[src/hdl/pac_pkg.sv]
package pac_pkg;

   // widths of the item and register fields
   localparam int POS_W   = 16;
   localparam int ACC_W   = 32;
   localparam int WORD_W  = 64;
   localparam int FIELD_W = 16;
   localparam int COUNT_W = 3;
   localparam int IDX_W   = 3;

   // arithmetic widths: offset, squared length, pull numerator and quotient
   localparam int OFS_W = POS_W + 1;
   localparam int MAG_W = POS_W;
   localparam int SQ_W  = 2 * MAG_W;
   localparam int DEN_W = SQ_W + 2;
   localparam int NUM_W = SQ_W + 16;

   // lane count default
   localparam int MAX_ATTRACTORS_DEF = 4;

   // register indexes
   localparam logic [IDX_W-1:0] REG_COUNT     = 3'd0;
   localparam logic [IDX_W-1:0] REG_WORD0     = 3'd1;
   localparam int               NUM_WORD_REGS = 4;

   // q16.16 limits
   localparam logic [ACC_W-1:0] ACC_MAX = 32'h7FFF_FFFF;
   localparam logic [ACC_W-1:0] ACC_MIN = 32'h8000_0000;

   typedef struct packed {
      logic [POS_W-1:0] pos_x;
      logic [POS_W-1:0] pos_y;
      logic [POS_W-1:0] pos_z;
      logic [ACC_W-1:0] accel_x;
      logic [ACC_W-1:0] accel_y;
      logic [ACC_W-1:0] accel_z;
      logic             last_in;
   } req_item_type;

   typedef struct packed {
      logic [ACC_W-1:0] new_accel_x;
      logic [ACC_W-1:0] new_accel_y;
      logic [ACC_W-1:0] new_accel_z;
      logic             coincident_flag;
      logic             saturated_flag;
      logic             last_out;
   } rsp_item_type;

endpackage

[src/hdl/pac_lane.sv]
module pac_lane (
   input  logic                                 clock,
   input  logic                                 enable,
   input  logic [pac_pkg::POS_W-1:0]            pos_x,
   input  logic [pac_pkg::POS_W-1:0]            pos_y,
   input  logic [pac_pkg::POS_W-1:0]            pos_z,
   input  logic [pac_pkg::WORD_W-1:0]           word,
   input  logic                                 lane_en,
   output logic [2:0][pac_pkg::NUM_W-1:0]       num,
   output logic [pac_pkg::DEN_W-1:0]            den,
   output logic [2:0]                           neg,
   output logic                                 keep,
   output logic                                 coin
);

   logic [2:0][pac_pkg::POS_W-1:0]     pos;
   logic [2:0][pac_pkg::OFS_W-1:0]     ofs_ff;
   logic [pac_pkg::FIELD_W-1:0]        str_ff;
   logic                               en2_ff;
   logic [2:0][pac_pkg::SQ_W-1:0]      sq_ff;
   logic [2:0][pac_pkg::SQ_W-1:0]      prod_ff;
   logic [2:0]                         neg3_ff;
   logic                               en3_ff;
   logic [pac_pkg::DEN_W-1:0]          den_ff;
   logic [2:0][pac_pkg::NUM_W-1:0]     num_ff;
   logic [2:0]                         neg4_ff;
   logic                               en4_ff;
   logic [2:0][pac_pkg::MAG_W-1:0]     omag;
   logic [pac_pkg::MAG_W-1:0]          smag;

   assign pos = {pos_z, pos_y, pos_x};

   // offsets from particle to attractor
   always_ff @(posedge clock) begin
      if (enable) begin
         for (int k = 0; k < 3; k++) begin
            ofs_ff[k] <= {word[16*k+15], word[16*k +: 16]} - {pos[k][15], pos[k]};
         end
         str_ff <= word[63:48];
         en2_ff <= lane_en;
      end
   end

   // magnitudes, then squares and pull products
   always_comb begin
      for (int k = 0; k < 3; k++) begin
         omag[k] = ofs_ff[k][pac_pkg::OFS_W-1] ? pac_pkg::MAG_W'(-ofs_ff[k])
                                               : pac_pkg::MAG_W'(ofs_ff[k]);
      end
      smag = str_ff[pac_pkg::FIELD_W-1] ? -str_ff : str_ff;
   end

   always_ff @(posedge clock) begin
      if (enable) begin
         for (int k = 0; k < 3; k++) begin
            sq_ff[k]   <= pac_pkg::SQ_W'(omag[k]) * pac_pkg::SQ_W'(omag[k]);
            prod_ff[k] <= pac_pkg::SQ_W'(omag[k]) * pac_pkg::SQ_W'(smag);
            neg3_ff[k] <= ofs_ff[k][pac_pkg::OFS_W-1] ^ str_ff[pac_pkg::FIELD_W-1];
         end
         en3_ff <= en2_ff;
      end
   end

   // squared length and scaled numerators
   always_ff @(posedge clock) begin
      if (enable) begin
         den_ff <= pac_pkg::DEN_W'(sq_ff[0]) + pac_pkg::DEN_W'(sq_ff[1]) +
                   pac_pkg::DEN_W'(sq_ff[2]);
         for (int k = 0; k < 3; k++) begin
            num_ff[k] <= {prod_ff[k], 16'h0000};
         end
         neg4_ff <= neg3_ff;
         en4_ff  <= en3_ff;
      end
   end

   assign num  = num_ff;
   assign den  = den_ff;
   assign neg  = neg4_ff;
   assign keep = en4_ff && den_ff != '0;
   assign coin = en4_ff && den_ff == '0;

endmodule

[config.mk]
export PLATFORM = sky130hd
export DESIGN_NAME = pac_lane
export DESIGN_NICKNAME = d
export VERILOG_FILES = /design/src/hdl/pac_pkg.sv /design/src/hdl/pac_lane.sv
export SDC_FILE = /design/constraint.sdc
export NUM_CORES = 2
export LEC_CHECK = 0
export ABC_AREA = 1
export CAP_MARGIN = 10
export CORE_MARGIN = 2
export CORE_UTILIZATION = 29
export DETAILED_ROUTE_END_ITERATION = 7
export DONT_BUFFER_PORTS = 1
export PLACE_DENSITY = 0.46
export SYNTH_ARGS = -nofsm -noshare
export SYNTH_HDL_FRONTEND = slang
export SYNTH_SLANG_ARGS = --single-unit
[constraint.sdc]
create_clock -name clock -period 9.27 [get_ports clock]
set_clock_uncertainty 0.05 [all_clocks]
set_input_delay 2.3175 -clock clock [delete_from_list [all_inputs] [get_ports clock]]
set_output_delay 2.3175 -clock clock [all_outputs]
set_load 0.02 [all_outputs]
# Word level (Yosys, flattened, before mapping)
# Cells that the tools add are included.
dict set report word_totals {
  elab_cells 45
  in_bits 115
  latchBits 0
  romBits 0
  out_inout_bits 183
  n_memories 0
  ff_bits 398
  mem_bits_rw 0
}
dict set report op_classes {
  n_eq_ne 0
  div_mod_pow 0
  muxes 4
  n_addsub 9
  bitwise 3
  n_mul 6
  shift 0
  order_cmp 0
  n_reduce_logical 4
}
# operator n
set ops {}
lappend ops {{multiplier 16 x 16 -> 32 bit} 6}
lappend ops {{two-way mux 16 bit} 4}
lappend ops {{negation 16 bit} 4}
lappend ops {{subtractor 16 x 16 -> 17 bit} 3}
lappend ops {{adder 33 x 32 -> 34 bit} 1}
lappend ops {{zero test 34 bit} 1}
lappend ops {{nonzero test 34 bit} 1}
lappend ops {{adder 32 x 32 -> 33 bit} 1}
lappend ops {{XOR 1 bit} 3}
lappend ops {{logical AND 1 bit} 2}

# Logic depth before layout (Yosys ltp)
dict set report depth {
  word_depth 3
  mapped_depth 37
  ltp_nobuf 34
}

# Worst setup path after synthesis
# No wires, ideal clock.
dict set report synth_path {
  path_type {register -> register}
  startpoint {register ofs_ff[34] in the netlist's numbering}
  endpoint {register sq_ff[87] in the netlist's numbering (data pin)}
  path_stages_with_launch 35
  path_slack_ns 2.279
  setup_time_ns 0.256
  arrival_time_ns 6.685
  synth_period_minus_slack_ns 6.991
  path_cell_list {edfxtp_1 buf_2 inv_2 clkbuf_1 clkbuf_1 ha_1 nand3_2 o21ai_2 nand2_1 or2_0 nand2_1 buf_2 nor2_1 fa_1 inv_1 fa_1 inv_1 fa_1 inv_1 fa_1 inv_1 fa_1 inv_1 fa_1 inv_1 ha_1 nand2_1 nor2_1 nand3_1 nand3_1 nand2_1 nor2_1 nor2_1 nand2_1 nand2_1}
}
dict set report synth_via {
  elab_chain_cells 3
}
# element line_no
set synth_lines {}
lappend synth_lines {{start: declaration} pac_lane.sv:17} ;# logic [2:0][pac_pkg::OFS_W-1:0] ofs_ff;
lappend synth_lines {{start signal: indexed assignment} pac_lane.sv:37} ;# ofs_ff[k] <= {word[16*k+15], word[16*k +: 16]} - {pos[k][15], pos[k]};
lappend synth_lines {{negation 16 bit} pac_lane.sv:47} ;# omag[k] = ofs_ff[k][pac_pkg::OFS_W-1] ? pac_pkg::MAG_W'(-ofs_ff[k])
lappend synth_lines {{two-way mux 16 bit (*)} pac_lane.sv:47}
lappend synth_lines {{multiplier 16 x 16 -> 32 bit (*)} pac_lane.sv:56} ;# sq_ff[k] <= pac_pkg::SQ_W'(omag[k]) * pac_pkg::SQ_W'(omag[k]);
lappend synth_lines {{end signal: indexed assignment} pac_lane.sv:56}
lappend synth_lines {{end: declaration} pac_lane.sv:20} ;# logic [2:0][pac_pkg::SQ_W-1:0] sq_ff;
# Every way passes the cells marked *; elsewhere a longest branch is shown, timed or not.
# A chain may end at the register's enable or synchronous reset.

# Worst setup path after layout
dict set report layout_path {
  startpoint {register ofs_ff[17] in the netlist's numbering}
  endpoint {register sq_ff[59] in the netlist's numbering (data pin)}
}
# The elaborated chain is that of the path after synthesis.

==> qor.yml <==
outcome:
  status: "finished, final reports clean"
floorplan:
  fp.dieH_um: 485
  die_area_mm2: 0.235
  io_pins: 298
  die_w_um: 485
  std_cell_rows: 176
  coreArea_mm2: 0.230
  initial_core_util_pct: 29.2
worst_setup_path:
  startpoint: "ofs_ff[17]"
  path_class: "register to register"
  cp-start-kind: "register"
  cp_max_fo: 30
  slowest_stage: "inv_2"
  crit_required_ps: 9670
  r2r-start: "ofs_ff[17]"
  max_stage_delay_ps: 570
  arrival_ps: 8330
  crit_top_cell: "fa_1"
  endpoint_kind: "register"
drt:
  detail-route-antenna-nets: 0
  drtIter0Drc: 3343
  via_per_inst: 4.63
  vias: 50303
  drt-total-wl_um: 204000
  firstDrtPassIters: 5
  drc_errors: 0
  post_drt_wl_per_cell_um: 18.8
placed_design:
  place_area_mm2: 0.0704
  gp_congestion: 0.910
  dp_hpwl_um: 164000
  io_buffer_count: 0
clock_tree:
  post-cts-setup-buffer-count: 0
  cts_tree: "built"
  clockBufferDepth: 3
  cts_hold_buf: 0
  cts-root-buf: "clkbuf_16"
  clk_pin_slew_ps: 60
  ctsResizeCount: 0
  clkLatencyLatePin_ps: 700
  clock_sinks: 395
  cts_max_level: 2
  cts_made_buffers: 51
final_layout:
  layout.area.seq_mm2: 0.0119
  fill_cells: 24614
  multi_input_area_mm2: 0.0471
  utilization_pct: 31.3
  fin_area_mm2: 0.0720
  fin_nets: 9708
  drive_above_1_share_pct: 3.24
  area_growth_pct: 7.45
grt:
  grt_max_degree: 396
  antenna_found_initial: 12
  grt_pass1_vias: 53580
  grt_pass1_wl_um: 320000
  globalRouteTotalUtil_pct: 17.6
  grt_overflow_total: 0
timing:
  hold_ws_ps: 365
  tns_ps: 0
  relSlewSlack_pct: 19.1
  rsz0062_at_grt: "no"
  worst_slew_pin_slew_ps: 1210
  period_share_pct: 85.5
  final_hold_viol_count: 0
  slew_viol_final: 0
  max_freq_mhz: 126
  setup_violations: 0
  period_needed_ps: 7930
synthesis:
  synth_top_area_share_pct: 33.0
  ys.flop_type: "edfxtp_1"
  synthDistinctLibCells: 53
  yosys_warnings: 0
  seq_area_frac_synth_pct: 17.7
  synth_area_per_cell_um2: 8.54
  synth_seq_cells: 395
  yosysTopAreaCell: "fa_1"
  synth.area.top_cells: "fa_1 (33%), edfxtp_1 (18%), ha_1 (13%)"
  synth_commonest_cells: "inv_1 (1810), nand2_1 (1603), fa_1 (1104), nor2_1 (799), ha_1 (684)"
  synth_area_mm2: 0.0670
  synthCells: 7854
  synth-edff-count: 395
  post-synth-top-count-cell: "inv_1"
  async_flop_share_pct: 0
flow_run:
  cap_violations: 0
hold_path:
  hold_start: "prod_ff[19]"
  hold_path.class: "register to register"
-- worst paths after layout --
path	endpoint	slack, ps	cells past startpoint
max	sq_ff[59]	1340	28
min	num[35]	370	0
max reg2reg	sq_ff[59]	1340	28
min reg2reg	num[35]	370	0
-- cells in the final DEF (no fill, tap or decap), types with 4 or more instances in the layout --
cell        instances
inv_1            1810
nand2_1          1603
fa_1             1104
nor2_1            799
ha_1              684
edfxtp_1          395
a21oi_1           298
nand3_1           211
o21ai_0           174
xor2_1            155
buf_4              96
nor3_1             73
clkbuf_16          52
conb_1             51
xnor2_1            48
o21bai_1           35
nand4_1            31
a21o_1             22
inv_2              19
clkinv_1           18
or2_2              17
nand3b_1           14
nand2_2            12
o21a_1             10
nor4_1              9
clkinv_2            9
clkbuf_1            8
o21ai_1             7
o211ai_1            6
nand3_2             5
a31oi_1             5
and2_1              5
clkinvlp_4          5
a211oi_1            4
inv_6               4
inv_8               4
-- per-layer routing --
| layer | up-vias | routed length [um] | part of all wire (%) | global-route usage [%] |
|---|---|---|---|---|
| li1 | 23577 | - | - | - |
| met1 | 25171 | 94600 | 46 | 24.7 |
| met2 | 1314 | 92300 | 45 | 28.3 |
| met3 | 227 | 11800 | 5.8 | 2.67 |
| met4 | 14 | 5590 | 2.7 | 4.49 |
| met5 | - | 99 | 0.048 | 0 |
-- state kept, by name (all words and copies together), names as in the netlist --
signal   count
en4_ff       1
ofs_ff      51
en3_ff       1
en2_ff       1
str_ff      16
den         34
neg          3
num         96
sq_ff       93
neg3_ff      3
prod_ff     96
-- metrics by stage --
step,setup WS [ps],std cells
2_1_floorplan,2280,7904
3_3_place_gp,1500,10778
3_5_place_dp,1420,10778
4_1_cts,1400,10873
5_1_grt,842,10874
6_report,1340,10876
-- worst max-delay path, delay by kind of cell (launching register included) --
kind,cells,cell delay (ps)
and+or+nand+nor,13,1870
buffers and inverters,7,1570
adders and majority gates,8,3620
DFF,1,530
-- cell type report --
| type | count | share of cell area, % |
|---|---|---|
| flip-flops and latches | 395 | 16.5 |
| diodes | 3 | 0.0104 |
| multi-input cells | 5420 | 65.4 |
| well taps | 3026 | 5.26 |
| clock buffers | 60 | 1.85 |
| inverters | 1841 | 9.60 |
| clock inverters | 35 | 0.434 |
| repair buffers | 96 | 1.00 |
-- logic make-up after synthesis --
family / Yosys count / share of synthesized area [%]
AND/OR/NAND/NOR: 2796 / 16.7
AO/OA/AOI/OAI: 575 / 4.67
flip-flops: 395 / 17.7
other: 1 / 0.00559
adder cells (fa/ha/maj): 1788 / 45.7
buffers and inverters: 2089 / 12.4
XOR/XNOR: 210 / 2.83
Power is left out: the tool's default activity adds up to more than one toggle a clock period on the data nets, which glitch-free logic cannot reach.
