`src/hdl/pac_pkg.sv`:
```
package pac_pkg;

   // widths of the item and register fields
   localparam int POS_W   = 16;
   localparam int ACC_W   = 32;
   localparam int WORD_W  = 64;
   localparam int FIELD_W = 16;
   localparam int COUNT_W = 3;
   localparam int IDX_W   = 3;

   // arithmetic widths: offset, squared length, pull numerator and quotient
   localparam int OFS_W = POS_W + 1;
   localparam int MAG_W = POS_W;
   localparam int SQ_W  = 2 * MAG_W;
   localparam int DEN_W = SQ_W + 2;
   localparam int NUM_W = SQ_W + 16;

   // lane count default
   localparam int MAX_ATTRACTORS_DEF = 4;

   // register indexes
   localparam logic [IDX_W-1:0] REG_COUNT     = 3'd0;
   localparam logic [IDX_W-1:0] REG_WORD0     = 3'd1;
   localparam int               NUM_WORD_REGS = 4;

   // q16.16 limits
   localparam logic [ACC_W-1:0] ACC_MAX = 32'h7FFF_FFFF;
   localparam logic [ACC_W-1:0] ACC_MIN = 32'h8000_0000;

   typedef struct packed {
      logic [POS_W-1:0] pos_x;
      logic [POS_W-1:0] pos_y;
      logic [POS_W-1:0] pos_z;
      logic [ACC_W-1:0] accel_x;
      logic [ACC_W-1:0] accel_y;
      logic [ACC_W-1:0] accel_z;
      logic             last_in;
   } req_item_type;

   typedef struct packed {
      logic [ACC_W-1:0] new_accel_x;
      logic [ACC_W-1:0] new_accel_y;
      logic [ACC_W-1:0] new_accel_z;
      logic             coincident_flag;
      logic             saturated_flag;
      logic             last_out;
   } rsp_item_type;

endpackage

```
`src/hdl/pac_if.sv`:
```


interface pac_csr_if;
   logic                           valid;
   logic                           ready;
   logic [pac_pkg::IDX_W-1:0]      reg_index;
   logic [pac_pkg::WORD_W-1:0]     wdata;
   modport source (output valid, reg_index, wdata, input ready);
   modport sink (input valid, reg_index, wdata, output ready);
endinterface

```
`src/hdl/pac_regs.sv`:
```
module pac_regs #(
   parameter int MAX_ATTRACTORS = pac_pkg::MAX_ATTRACTORS_DEF
) (
   input  logic                                            clock,
   input  logic                                            reset,
   pac_csr_if.sink                                         csr_ch,
   output logic [MAX_ATTRACTORS-1:0][pac_pkg::WORD_W-1:0]  words,
   output logic [MAX_ATTRACTORS-1:0]                       lane_en
);

   logic [pac_pkg::COUNT_W-1:0]                      count_ff;
   logic [MAX_ATTRACTORS-1:0][pac_pkg::WORD_W-1:0]   words_ff;
   logic                                             wr;

   assign csr_ch.ready = 1'b1;
   assign wr = csr_ch.valid;

   // attractor count
   always_ff @(posedge clock) begin
      if (reset) begin
         count_ff <= '0;
      end else if (wr && csr_ch.reg_index == pac_pkg::REG_COUNT) begin
         count_ff <= csr_ch.wdata[pac_pkg::COUNT_W-1:0];
      end
   end

   // attractor words, only those with a register index
   for (genvar a = 0; a < MAX_ATTRACTORS; a++) begin : g_word
      always_ff @(posedge clock) begin
         if (reset) begin
            words_ff[a] <= '0;
         end else if (wr && a < pac_pkg::NUM_WORD_REGS &&
                      csr_ch.reg_index == pac_pkg::REG_WORD0 + pac_pkg::IDX_W'(a)) begin
            words_ff[a] <= csr_ch.wdata;
         end
      end
      // a count above the lane count enables every lane
      assign lane_en[a] = (pac_pkg::COUNT_W'(a) < count_ff);
   end

   assign words = words_ff;

endmodule

```
`src/flat_wrapper.sv`:
```
// flat-port wrapper written by rule: the top's interface ports become plain ports
module pac_regs_flat 
#(
   parameter int MAX_ATTRACTORS = pac_pkg::MAX_ATTRACTORS_DEF
)
  (clock, reset, words, lane_en, csr_ch_valid, csr_ch_reg_index, csr_ch_wdata, csr_ch_ready);
  pac_csr_if csr_ch_i ();
  input  logic clock;
  input  logic reset;
  output logic [MAX_ATTRACTORS-1:0][pac_pkg::WORD_W-1:0] words;
  output logic [MAX_ATTRACTORS-1:0] lane_en;
  input wire logic [$bits(csr_ch_i.valid)-1:0] csr_ch_valid;
  input wire logic [$bits(csr_ch_i.reg_index)-1:0] csr_ch_reg_index;
  input wire logic [$bits(csr_ch_i.wdata)-1:0] csr_ch_wdata;
  output wire logic [$bits(csr_ch_i.ready)-1:0] csr_ch_ready;
  assign csr_ch_i.valid = csr_ch_valid;
  assign csr_ch_i.reg_index = csr_ch_reg_index;
  assign csr_ch_i.wdata = csr_ch_wdata;
  assign csr_ch_ready = csr_ch_i.ready;
  pac_regs #(.MAX_ATTRACTORS(MAX_ATTRACTORS)) u_core (.clock(clock), .reset(reset), .csr_ch(csr_ch_i), .words(words), .lane_en(lane_en));
endmodule
```
`config.mk`:
```
export PLATFORM = sky130hd
export DESIGN_NAME = pac_regs_flat
export DESIGN_NICKNAME = d
export VERILOG_FILES = /design/src/hdl/pac_pkg.sv /design/src/hdl/pac_if.sv /design/src/hdl/pac_regs.sv /design/src/flat_wrapper.sv
export SDC_FILE = /design/constraint.sdc
export NUM_CORES = 1
export LEC_CHECK = 0
export ABC_AREA = 1
export BUFFER_PORTS_ARGS = -buffer_cell sky130_fd_sc_hd__buf_2
export CORE_ASPECT_RATIO = 0.8
export CORE_MARGIN = 3
export CORE_UTILIZATION = 40
export CTS_CLUSTER_DIAMETER = 100
export CTS_CLUSTER_SIZE = 8
export DETAILED_ROUTE_END_ITERATION = 10
export PLACE_DENSITY = 0.62
export SYNTH_ARGS = -nofsm -noshare
export SYNTH_HDL_FRONTEND = slang
export SYNTH_SLANG_ARGS = --single-unit
```
`constraint.sdc`:
```
create_clock -name clock -period 1.75 [get_ports clock]
set_input_delay 0.35 -clock clock [delete_from_list [all_inputs] [get_ports clock]]
set_output_delay 0.35 -clock clock [all_outputs]
set_load 0.02 [all_outputs]
```
# [Word-level counts from Yosys, hierarchy flattened]
# Cells that the tools add are included.
[word_totals] reg_bits=259 word_cells=19 latch_bits=0 out_inout_bits=261 memories=0 ram_bits=0 mem_bits_ro=0 in_bits=70
[classes] n_bitwise=0 n_eq_ne=4 div_mod_pow=0 n_shift=0 mux=0 magnitude_cmp=4 n_addsub=0 n_mul=0 reduce_logical=6
[op_table] cell="equality test 3 x 2 -> 1 bit (second input constant)" count=2
[op_table] cell="less-than comparator 1 x 3 -> 1 bit (first input constant)" count=2
[op_table] cell="less-than comparator 2 x 3 -> 1 bit (first input constant)" count=2
[op_table] cell="logical AND 1 bit" count=5
[op_table] cell="equality test 3 x 1 -> 1 bit (second input constant)" count=1
[op_table] cell="equality test 3 bit (second input constant)" count=1
[op_table] cell="logical NOT 3 bit" count=1

# [Longest topological paths before layout]
# Gate-level depths: netlist (run 1).
[logic_depth] depth_word=2 depth_mapped=7 mapped_depth_nobuf=5

# [Worst setup path after synthesis (run 1)]
# No wires, ideal clock.
[synth_path] kind="register to output" start="register u_core.count_ff[2] (netlist bit)" end="output lane_en[0]" stages_incl_launch_ff=4 setup_slack_ns=0.496 path_buffers=0 required_ns=1.400 arrival_ns=0.904 path_cell_list="dfxtp_1 -> nor2_1 -> inv_1 -> or2_2"
[synth_between] elab_chain_len=1
[synth_lines] element="start: declaration" line_no="pac_regs.sv:11" source="logic [pac_pkg::COUNT_W-1:0] count_ff;"
[synth_lines] element="start signal: assignment" line_no="pac_regs.sv:23" source="count_ff <= csr_ch.wdata[pac_pkg::COUNT_W-1:0];"
[synth_lines] element="less-than comparator 1 x 3 -> 1 bit" line_no="pac_regs.sv:38" source="assign lane_en[a] = (pac_pkg::COUNT_W'(a) < count_ff);"
[synth_lines] element="end: declaration" line_no="flat_wrapper.sv:11" source="output logic [MAX_ATTRACTORS-1:0] lane_en;"
# Every way passes these cells.

# [Worst setup path in the final report (run 1)]
[layout_path] start="register u_core.count_ff[1] (netlist bit)" end="output lane_en[0]"
# Same word-level chain as after synthesis.

==> results by group, run 1 <==
Logic synthesis
  • Register area share after synthesis: 50.0%
  • Synth Area in Simple Gates: 41.6%
  • Post-synthesis adder-cell area fraction: 0%
  • Library cells used by synthesis: 15
  • Compound-Gate Fraction of Synth Area: 0%
  • Post-synthesis instance total: 1493
  • Post-Synthesis Cell Area: 10400 sq um
  • Synth warn: 0
  • Main combinational cell family by area after synthesis: simple AND/OR/NAND/NOR gates
  • Synth Area in XOR/XNOR: 0%
  • Multiplexer share of the synthesized area: 0%
  • Synthesized area per cell: 6.95 sq um
  • Number of synthesized register bits: 259
  • Post-synth net total: 1563

STA
  • Max Freq: about 0.59 GHz
  • TNS Setup: 0 ns
  • Final Max Tran Viols: 0
  • Clk_skew: 0 ns
  • RSZ-0062 raised after global routing: false
  • Period utilization: a little over nine tenths
  • Final hold vios: 0
  • Post-layout min period: 1.69 ns
  • Setup violations, final: 0

Final layout
  • Layout cell share with drive strength beyond 1: 23.3%
  • Number of fill cells: 2593
  • Layout area overhead: 29.0%
  • Final net count: about 1900
  • ANT cells: 0
  • Commonest non-fill, non-tap cell in the layout: nor2_1
  • Final Cell Area: 13400 sq um
  • Multi-input logic area: 4360 sq um
  • Finished Core Util: between 50% and 60%
  • Most frequent cells in the layout: 521 x nor2_1, 328 x buf_2, 265 x nand2_1
  • FF/Latch Area: 5190 sq um

GRT
  • Vias in the first global route: between 9000 and 10000
  • First-pass GRT wire length: roughly 52000 um
  • Initial antenna violation count: 2
  • Total grt overflow: 0
  • Largest net degree at the start of global routing: 104
  • GR Util All Layers: 23.5%

Floorplan
  • Number of I/O pins: 331
  • Starting density of the core: 40.9%
  • Row cnt: between 50 and 60
  • Die width: 186 um
  • Die Span Y: roughly 150 um
  • Die ar.: 27900 sq um
  • Core footprint: 25400 sq um

Hold path
  • Hold Crit Class: in2reg
  • Hold Path End: u_core.words[101]
  • Worst hold stages: 5
  • Hold Crit Start: csr_ch_wdata[37]

Power and ir drop
  • Leak: 0.00669 uW
  • Worst vdd ir: between 0.5 and 0.6 mV
  • PD cells: about 1100 nW/um^2

Critical path
  • Reg2Reg Depth: 3
  • Worst path required time: ~1.4 ns
  • Minimum setup slack among reg-to-reg paths: 1.00 ns
  • Worst setup startpoint: u_core.count_ff[1]
  • CP Capture Type: output pin
  • Crit path DAT: between 1 and 1.5 ns
  • Type of origin of the critical path: register
  • R2R Path End: u_core.count_ff[2]
  • Reg2reg start: u_core.count_ff[2]
  • Critical path class: reg2out
  • Max FO, Critical Path: 2

Clocking
  • Root buffer cell: clkbuf_16
  • Clock latency on the worst-skew pair: around 0.49 ns
  • Clock Path Buffers: 3
  • CTS tree: built
  • Depth of the CTS H-tree: 2
  • CTS sink cnt: ~260
  • CTS buffer count: 38
  • Post-CTS Hold Buffers: 0
  • Clock-pin slew on the worst setup and hold paths: 0.05 ns

Detailed routing
  • Drt total wl: 33900 um
  • First-pass iteration count of the detailed router: 5
  • Avg WL per Cell: approximately 16 um
  • DRC: 0
  • Routed vias: ~10000
  • Final ANT Viol Nets: 0
  • Vias per std cell: just under 5
  • DRT iter0 DRCs: 811

Status
  • Status: completed

Placement
  • IO Port Bufs: approximately 330
  • GPL Wtd Cong: 0.803
  • DP HPWL: 22000 um
  • Placed cell area: about 12000 sq um

Job
  • Max-capacitance violation count: 0
synthesized netlist by cell type (all sizes together):
| library cell | number | area (sq um) |
|---|---|---|
| nor2 | 530 | 2020 |
| nand2 | 265 | 995 |
| dfxtp | 259 | 5180 |
| nand3 | 259 | 1300 |
| buf | 76 | 484 |
| inv | 72 | 270 |
| clkbuf | 30 | 113 |
| conb | 1 | 3.75 |
| or2 | 1 | 6.26 |
how the worst max path moves through the flow:
stage / to / slack [ns] / cells after the start
after floorplan: lane_en[0] / 0.50 / 3
after global placement: u_core.words[62] / 0.33 / 7
after detailed placement: u_core.words[44] / 0.26 / 7
after CTS: lane_en[0] / 0.03 / 4
after global routing: lane_en[0] / 0.007 / 4
final: lane_en[0] / 0.06 / 4
timing repair:
action | 4_1_cts | 5_1_grt
setup endpoints to repair | 1 | 1
resized for setup | 8 | 1
pin swaps | 1 | 0
buffers inserted | 2 | 0
stage by stage:
stage | hold WS (ns) | power (uW) | cells | worst slack (ns)
2_1_floorplan | 0.456 | 7380 | 1493 | 0.496
3_3_place_gp | 0.457 | 7970 | 2064 | 0.327
3_5_place_dp | 0.467 | 7990 | 2064 | 0.255
4_1_cts | 0.206 | 14600 | 2108 | 0.0284
5_1_grt | 0.237 | 15000 | 2108 | 0.00657
6_report | 0.229 | 14400 | 2108 | 0.0640
registers in the layout (all words and copies together), names as in the netlist:
register and count:
u_core.count_ff 3, u_core.words 256
power by group:
group	leakage [uW]	switching, uW	internal [uW]	total [uW]
clock	0.000505	2440	4070	6520
combinational	0.00407	1120	531	1650
sequential	0.00211	112	6120	6230
total	0.00669	3670	10700	14400
critical path, cell delays in order (launching register included):
cell and delay (ns):
dfxtp_2 0.33, nor2_4 0.13, inv_2 0.04, or2_4 0.22
buf_6 0.13
logic make-up after synthesis:
family        count (synthesis)
buf+inv                     178
flops                       259
simple gates               1055
other cells                   1
per-layer routing:
| metal | vias up | wire length [um] | GRT usage [%] |
|---|---|---|---|
| met5 | - | 30 | 0 |
| met4 | 4 | 551 | 5.02 |
| met3 | 59 | 3400 | 7.34 |
| met2 | 393 | 15200 | 37.4 |
| met1 | 4726 | 14700 | 31.6 |
| li1 | 5175 | - | - |
final cells by class:
class	instances	share of cell area, %
Sequential cell	259	38.8
Multi-Input combinational cell	1056	32.6
Timing Repair Buffer	355	15.9
Clock buffer	41	7.66
Tap cell	324	3.03
Inverter	72	2.06
Clock inverter	1	0.0561
(Power assumes the default switching activity.)
==> run 2, diff against run 1 <==
==> constraint.sdc (replaced) <==
create_clock -name clock -period 1.8 [get_ports clock]
set_input_delay 0.36 -clock clock [delete_from_list [all_inputs] [get_ports clock]]
set_output_delay 0.36 -clock clock [all_outputs]
set_load 0.02 [all_outputs]
==> run 2 against run 1 <==
Against the previous run:
- design area barely moved
- highest routed layer unchanged
- total power fell by 2.7%
- sequential power fell by 3%
- register-to-register slack improved by 0.06 ns
- via count fell by 0.70%
- non-clock buffer count rose by 1
- die area did not move
==> results by group, run 2 (synthesis results as in run 1) <==
Clocking
  • CTS buffer count: 38 (unchanged)
  • Post-CTS Hold Buffers: 0 (unchanged)
  • Clock latency on the worst-skew pair: 0.49 ns (about the same)
  • Clock-pin slew on the worst setup and hold paths: 0.05 ns (about the same)
  • Root buffer cell: clkbuf_16 (unchanged)
  • CTS sink cnt: 259 (unchanged)
  • CTS tree: built (unchanged)
  • Depth of the CTS H-tree: 2 (unchanged)
  • Clock Path Buffers: 3 (unchanged)

STA
  • TNS Setup: 0 ns (unchanged)
  • Clk_skew: 0 ns (unchanged)
  • Setup violations, final: 0 (unchanged)
  • Final Max Tran Viols: 0 (unchanged)
  • Post-layout min period: 1.72 ns
  • Final worst slack: 0.0763 ns (was 0.0640 ns)
  • Period utilization: 95.8%
  • Final hold vios: 0 (unchanged)
  • RSZ-0062 raised after global routing: false (unchanged)
  • Max Freq: 0.580 GHz

Detailed routing
  • Vias per std cell: 4.87 (was 4.91)
  • Drt total wl: 34100 um (was 33900 um)
  • Final ANT Viol Nets: 0 (unchanged)
  • DRT iter0 DRCs: 763 (was 811)
  • Avg WL per Cell: 16.2 um (was 16.1 um)
  • First-pass iteration count of the detailed router: 5 (unchanged)
  • DRC: 0 (unchanged)
  • Routed vias: 10300 (was 10400)

Floorplan
  • Die width: 186 um (unchanged)
  • Starting density of the core: 40.9% (unchanged)
  • Core footprint: 25400 sq um (unchanged)
  • Die ar.: 27900 sq um (unchanged)
  • Number of I/O pins: 331 (unchanged)
  • Row cnt: 52 (unchanged)
  • Die Span Y: 150 um (unchanged)

Critical path
  • CP Capture Type: output pin (unchanged)
  • Crit path DAT: 1.36 ns (was 1.34 ns)
  • Max FO, Critical Path: 2 (unchanged)
  • Worst path required time: 1.44 ns (was 1.40 ns)
  • Type of origin of the critical path: register (unchanged)
  • Critical path class: reg2out (unchanged)

Power and ir drop
  • Worst vdd ir: 0.570 mV (was 0.591 mV)
  • Leak: 0.00669 uW (about the same)
  • PD cells: 1050 nW/um^2 (was 1080 nW/um^2)

Placement
  • GPL Wtd Cong: 0.832 (was 0.803)
  • Pre-CTS setup slack: 0.295 ns (was 0.255 ns)
  • IO Port Bufs: 329 (unchanged)
  • DP HPWL: 21900 um (was 22000 um)

GRT
  • Met3 Track Usage GR: 6.32% (was 7.34%)
  • Met1 Usage GRT: 31.4% (was 31.6%)
  • GR Util All Layers: 23.4% (was 23.5%)
  • Initial antenna violation count: 2 (unchanged)
  • Vias in the first global route: 9452 (was 9417)
  • Largest net degree at the start of global routing: 82 (was 104)
  • M2 GR Usage: 37.5% (was 37.4%)
  • First-pass GRT wire length: 52000 um (was 52300 um)
  • Total grt overflow: 0 (unchanged)
  • Busiest grt layer: met2 (unchanged)

Final layout
  • Most frequent cells in the layout: 521 x nor2_1, 328 x buf_2, 265 x nand2_1 (unchanged)
  • Commonest non-fill, non-tap cell in the layout: nor2_1 (unchanged)
  • Number of fill cells: 2538 (was 2593)
  • Final net count: 1853 (was 1852)
  • Max reg flops: 256 (unchanged)
  • Layout area overhead: 29.0% (about the same)
  • Layout cell share with drive strength beyond 1: 23.2% (was 23.3%)

Status
  • Status: completed (unchanged)

Job
  • Max-capacitance violation count: 0 (unchanged)

Hold path
  • Hold Crit Class: in2reg (unchanged)
[run 2: changes by cell type in the layout (fill, tap and decap cells not counted)]
cell and delta:
inv_1 +1, diode_2 +1, buf_12 -1, buf_4 +2, inv_2 -1
[run 2: layer usage]
layer / vias to the layer above / wire, um
li1: 5172 / -
met1: 4702 / 15100
met2: 363 / 15500
met3: 46 / 2970
met4: 2 / 575
met5: - / 13
[run 2: critical path, cell delays in order, from the launching register on]
cell and delay (ns):
dfxtp_4 0.35, nor2_4 0.12, inv_1 0.06, or2_4 0.22, buf_6 0.13
[run 2: cell type report]
class,instances,area [sq um],share of cell area [%]
Antenna cell,1,2.50,0.0187
Tap cell,324,405,3.03
Inverter,72,275,2.06
Clock inverter,1,7.51,0.0561
Timing Repair Buffer,356,2120,15.8
Sequential cell,259,5190,38.8
Clock buffer,41,1030,7.66
Multi-Input combinational cell,1056,4360,32.6
[run 2: stage by stage]
stage               hold WS [ns]  power [uW]  util, %  cell area, sq um  cells
detailed placement         0.465        7770     48.6             12300   2066
finish                     0.229       14000     52.8             13400   2110
global route               0.251       14600     52.8             13400   2110
floorplan                  0.456        7180        -             10400   1493
global placement           0.458        7750     48.6             12300   2066
CTS                        0.212       14200     52.7             13400   2109
[run 2: worst paths after layout]
kind,cells after the start,startpoint,end,slack [ns]
setup / recovery,4,u_core.count_ff[2],lane_en[0],0.08
hold / removal,5,csr_ch_wdata[58],u_core.words[186],0.23
hold reg to reg,2,u_core.words[198],u_core.words[198],0.47
setup reg to reg,3,u_core.count_ff[2],u_core.count_ff[2],1.06
[run 2: power breakdown]
group | total, uW | switching [uW] | internal [uW]
Sequential | 6060 | 109 | 5950
Clock | 6350 | 2390 | 3960
Combinational | 1610 | 1090 | 517
Total | 14000 | 3580 | 10400
[run 2: timing repair]
item	CTS	global route
pin swaps	1	1
gates cloned	0	0
setup endpoints to repair	1	1
resized for setup	7	1
setup buffers	1	0
endpoints found under the hold margin	0	0
==> run 3, diff against run 2 <==
--- a/config.mk
+++ b/config.mk
@@ -5,13 +5,12 @@
 export SDC_FILE = /design/constraint.sdc
 export NUM_CORES = 1
 export LEC_CHECK = 0
-export ABC_AREA = 1
 export BUFFER_PORTS_ARGS = -buffer_cell sky130_fd_sc_hd__buf_2
 export CORE_ASPECT_RATIO = 0.8
 export CORE_MARGIN = 3
 export CORE_UTILIZATION = 40
 export CTS_CLUSTER_DIAMETER = 100
-export CTS_CLUSTER_SIZE = 8
+export CTS_CLUSTER_SIZE = 24
 export DETAILED_ROUTE_END_ITERATION = 10
 export PLACE_DENSITY = 0.62
 export SYNTH_ARGS = -nofsm -noshare
==> run 3 against run 2 <==
Against the previous run:
- clock-buffer cell count fell by 26
- area after synthesis shrank 1.1%
- fmax fell by 0.95%
- sequential share of layout area increased by 2.2 points
- synthesized cell count shrank 38%
- total power decreased by 27%
- non-clock buffer count fell by 11
- global-route usage decreased by 4.8 points
- largest power group is now registers
- critical path depth shrank 2
- clock power shrank 48%
- via count decreased by 29%
- largest cell class unchanged
==> results by group, run 3 <==
Clocking
  • Post-CTS setup buffer count: 0 (was 1)
  • CTS tree: built (unchanged)
  • Resized cells post-CTS: 0 (was 7)
  • CTS sink cnt: 259 (unchanged)
  • Depth of the CTS H-tree: 1 (was 2)
  • Clock Path Buffers: 3 (unchanged)
  • Root buffer cell: clkbuf_16 (unchanged)
  • CTS buffer count: 14 (was 38)
  • Clock-pin slew on the worst setup and hold paths: 0.09 ns (was 0.05 ns)
  • Clock latency on the worst-skew pair: 0.48 ns (was 0.49 ns)
  • Post-CTS Hold Buffers: 0 (unchanged)

Floorplan
  • Core footprint: 24800 sq um (was 25400 sq um)
  • Die width: 185 um (was 186 um)
  • Die ar.: 27600 sq um (was 27900 sq um)
  • Number of I/O pins: 331 (unchanged)
  • Die Span Y: 149 um (was 150 um)
  • Row cnt: 51 (was 52)
  • Starting density of the core: 41.4% (was 40.9%)

Critical path
  • Type of origin of the critical path: register (unchanged)
  • Worst setup startpoint: u_core.count_ff[2] (unchanged)
  • Crit-path cells: or3_1 -> buf_2 (was nor2_4 -> inv_1 -> or2_4 -> buf_6)
  • Reg2reg start: u_core.count_ff[2] (unchanged)
  • CP max-delay cell: or3_1 (was dfxtp_4)
  • Critical path class: reg2out (unchanged)
  • Worst path required time: 1.44 ns (about the same)
  • Largest stage delay, worst path: 0.37 ns (was 0.35 ns)
  • CP Capture Type: output pin (unchanged)
  • Max FO, Critical Path: 5 (was 2)
  • Crit path DAT: 1.38 ns (was 1.36 ns)

Logic synthesis
  • Library cells used by synthesis: 16 (was 15)
  • Number of synthesized register bits: 259 (unchanged)
  • Commonest cells in the netlist: 323 x nand2b_1, 259 x dfxtp_1, 259 x mux2i_1 (was 523 x nor2_1, 265 x nand2_1, 259 x dfxtp_1, 259 x nand3_1, 67 x inv_1)
  • Post-Synthesis Cell Area: 10300 sq um (was 10400 sq um)
  • Asr flop ratio synth: 0% (unchanged)
  • Most frequent cell after synthesis: nand2b_1 (was nor2_1)
  • Register area share after synthesis: 50.5% (was 50.0%)
  • Post-synthesis instance total: 921 (was 1493)
  • Synth warn: 0 (unchanged)
  • Synth area leaders: dfxtp_1 51%, mux2i_1 25%, nand2b_1 20%, buf_4 1.5%, clkbuf_1 1.3% (was dfxtp_1 50%, nor2_1 19%, nand3_1 12%, nand2_1 9.6%, inv_1 2.4%)
  • Post-synth top flop: dfxtp_1 (unchanged)
  • EDFF count, synth: 0 (unchanged)
  • Synthesized area per cell: 11.1 sq um (was 6.95 sq um)
  • Post-synth net total: 991 (was 1563)
  • Synth area leader: dfxtp_1 (unchanged)
  • Post-synth top area share: 50.5% (was 50.0%)

Detailed routing
  • Drt total wl: 26800 um (was 34100 um)
  • Final ANT Viol Nets: 0 (unchanged)
  • DRC: 0 (unchanged)
  • Avg WL per Cell: 17.5 um (was 16.2 um)
  • First-pass iteration count of the detailed router: 4 (was 5)
  • Vias per std cell: 4.74 (was 4.87)
  • Routed vias: 7260 (was 10300)
  • DRT iter0 DRCs: 240 (was 763)

Final layout
  • Final net count: 1283 (was 1853)
  • Layout area overhead: 23.3% (was 29.0%)
  • Final Cell Area: 12700 sq um (was 13400 sq um)
  • Final std cells w/o fill: 1531 (was 2110)
  • Layout cell share with drive strength beyond 1: 30.3% (was 23.2%)
  • Commonest non-fill, non-tap cell in the layout: buf_2 (was nor2_1)
  • ANT cells: 0 (was 1)
  • Max reg flops: 256 (unchanged)
  • Most frequent cells in the layout: 328 x buf_2, 323 x nand2b_1, 259 x mux2i_1, 259 x dfxtp_1, 15 x clkbuf_16 (was 521 x nor2_1, 328 x buf_2, 265 x nand2_1)

Power and ir drop
  • Pint: 7780 uW (was 10400 uW)
  • Leak: 0.00667 uW (was 0.00669 uW)
  • PD cells: 810 nW/um^2 (was 1050 nW/um^2)
  • Psw: 2460 uW (was 3580 uW)
  • Clk pwr share: 32.5% (was 45.3%)
  • Seq pwr share: 57.8% (was 43.2%)
  • Worst vdd ir: 0.474 mV (was 0.570 mV)
  • Switch share: 24.0% (was 25.6%)
  • Combinational Power Share: 9.8% (was 11.5%)
  • Total power draw: 10200 uW (was 14000 uW)

GRT
  • GR Util All Layers: 18.5% (was 23.4%)
  • Total grt overflow: 0 (unchanged)
  • Vias in the first global route: 7299 (was 9452)
  • Largest net degree at the start of global routing: 63 (was 82)
  • Initial antenna violation count: 0 (was 2)
  • First-pass GRT wire length: 40900 um (was 52000 um)

STA
  • Setup violations, final: 0 (unchanged)
  • Post-layout min period: 1.74 ns (was 1.72 ns)
  • RSZ-0062 raised after global routing: false (unchanged)
  • Max Freq: 0.575 GHz (was 0.580 GHz)
  • Final Max Tran Viols: 0 (unchanged)
  • Period utilization: 96.7% (was 95.8%)
  • Hold WS: 0.212 ns (was 0.229 ns)
  • TNS Setup: 0 ns (unchanged)
  • Final hold vios: 0 (unchanged)
  • Clk_skew: 0 ns (unchanged)

Placement
  • IO Port Bufs: 329 (unchanged)
  • GPL Wtd Cong: 0.769 (was 0.832)
  • DP HPWL: 18800 um (was 21900 um)
  • Placed cell area: 12300 sq um (about the same)
  • Inst Count DP: 1515 (was 2066)

Hold path
  • Hold Crit Class: in2reg (unchanged)
  • Hold Crit Start: csr_ch_wdata[28] (was csr_ch_wdata[58])

Status
  • Status: completed (unchanged)

Job
  • Max-capacitance violation count: 0 (unchanged)
## run 3: cell types whose count changed in the layout (fill, tap and decap cells not counted), sizes merged, moves of 3 or more
| cell | before | now |
|---|---|---|
| buf | 356 | 345 |
| clkbuf | 41 | 15 |
| inv | 71 | 0 |
| mux2i | 0 | 259 |
| nand2 | 265 | 0 |
| nand2b | 0 | 323 |
| nand3 | 259 | 0 |
| nand4bb | 0 | 3 |
| nor2 | 530 | 0 |
## run 3: logic make-up after synthesis
family	Yosys count	synth area share [%]
simple gates	332	20.5
mux	259	25.3
flops	259	50.5
buf+inv	69	3.55
compound gates	1	0.0732
other cells	1	0.0365
## run 3: per-layer routing
metal  global-route usage (%)  wire (um)  vias to the layer above
li1                         -          -                     3597
met1                     24.1      12100                     3428
met2                     30.6      12000                      212
met3                     6.22       2250                       23
met4                     2.85        400                        0
met5                        0          0                        -
## run 3: cell type report
type / instances / area [sq um]
Clock inverter: 1 / 7.51
Sequential cell: 259 / 5180
Clock buffer: 15 / 375
Tap cell: 318 / 398
Fill cell: 2335 / 12100
Multi-Input combinational cell: 593 / 4760
Timing Repair Buffer: 345 / 1920
## run 3: final timing paths
check                             to  cells after the start  slack, ns
setup / recovery          lane_en[0]                      2       0.06
hold reg to reg    u_core.words[157]                      2       0.47
setup reg to reg  u_core.count_ff[2]                      2       1.13
hold / removal      u_core.words[92]                      3       0.21
## run 3: critical path, delay by kind of cell, from the launching register on
kind	cells	cell delay, ns
buffers and inverters	1	0.17
DFF	1	0.36
and+or+nand+nor	1	0.37
## run 3: through the flow
step | worst slack, ns | util (%)
3_5_place_dp | 0.301 | 49.6
3_3_place_gp | 0.318 | 49.6
2_1_floorplan | 0.567 | -
6_report | 0.0598 | 51.1
4_1_cts | 0.0284 | 51.1
5_1_grt | 0.00843 | 51.1
## run 3: power by group through the flow
stage | logic, uW | clock network, uW | registers, uW
finish | 999 | 3330 | 5920
global placement | 1010 | 0 | 6050
floorplan | 479 | 0 | 6200
CTS | 1010 | 3460 | 5920
detailed placement | 1010 | 0 | 6050
global route | 1080 | 3630 | 5930
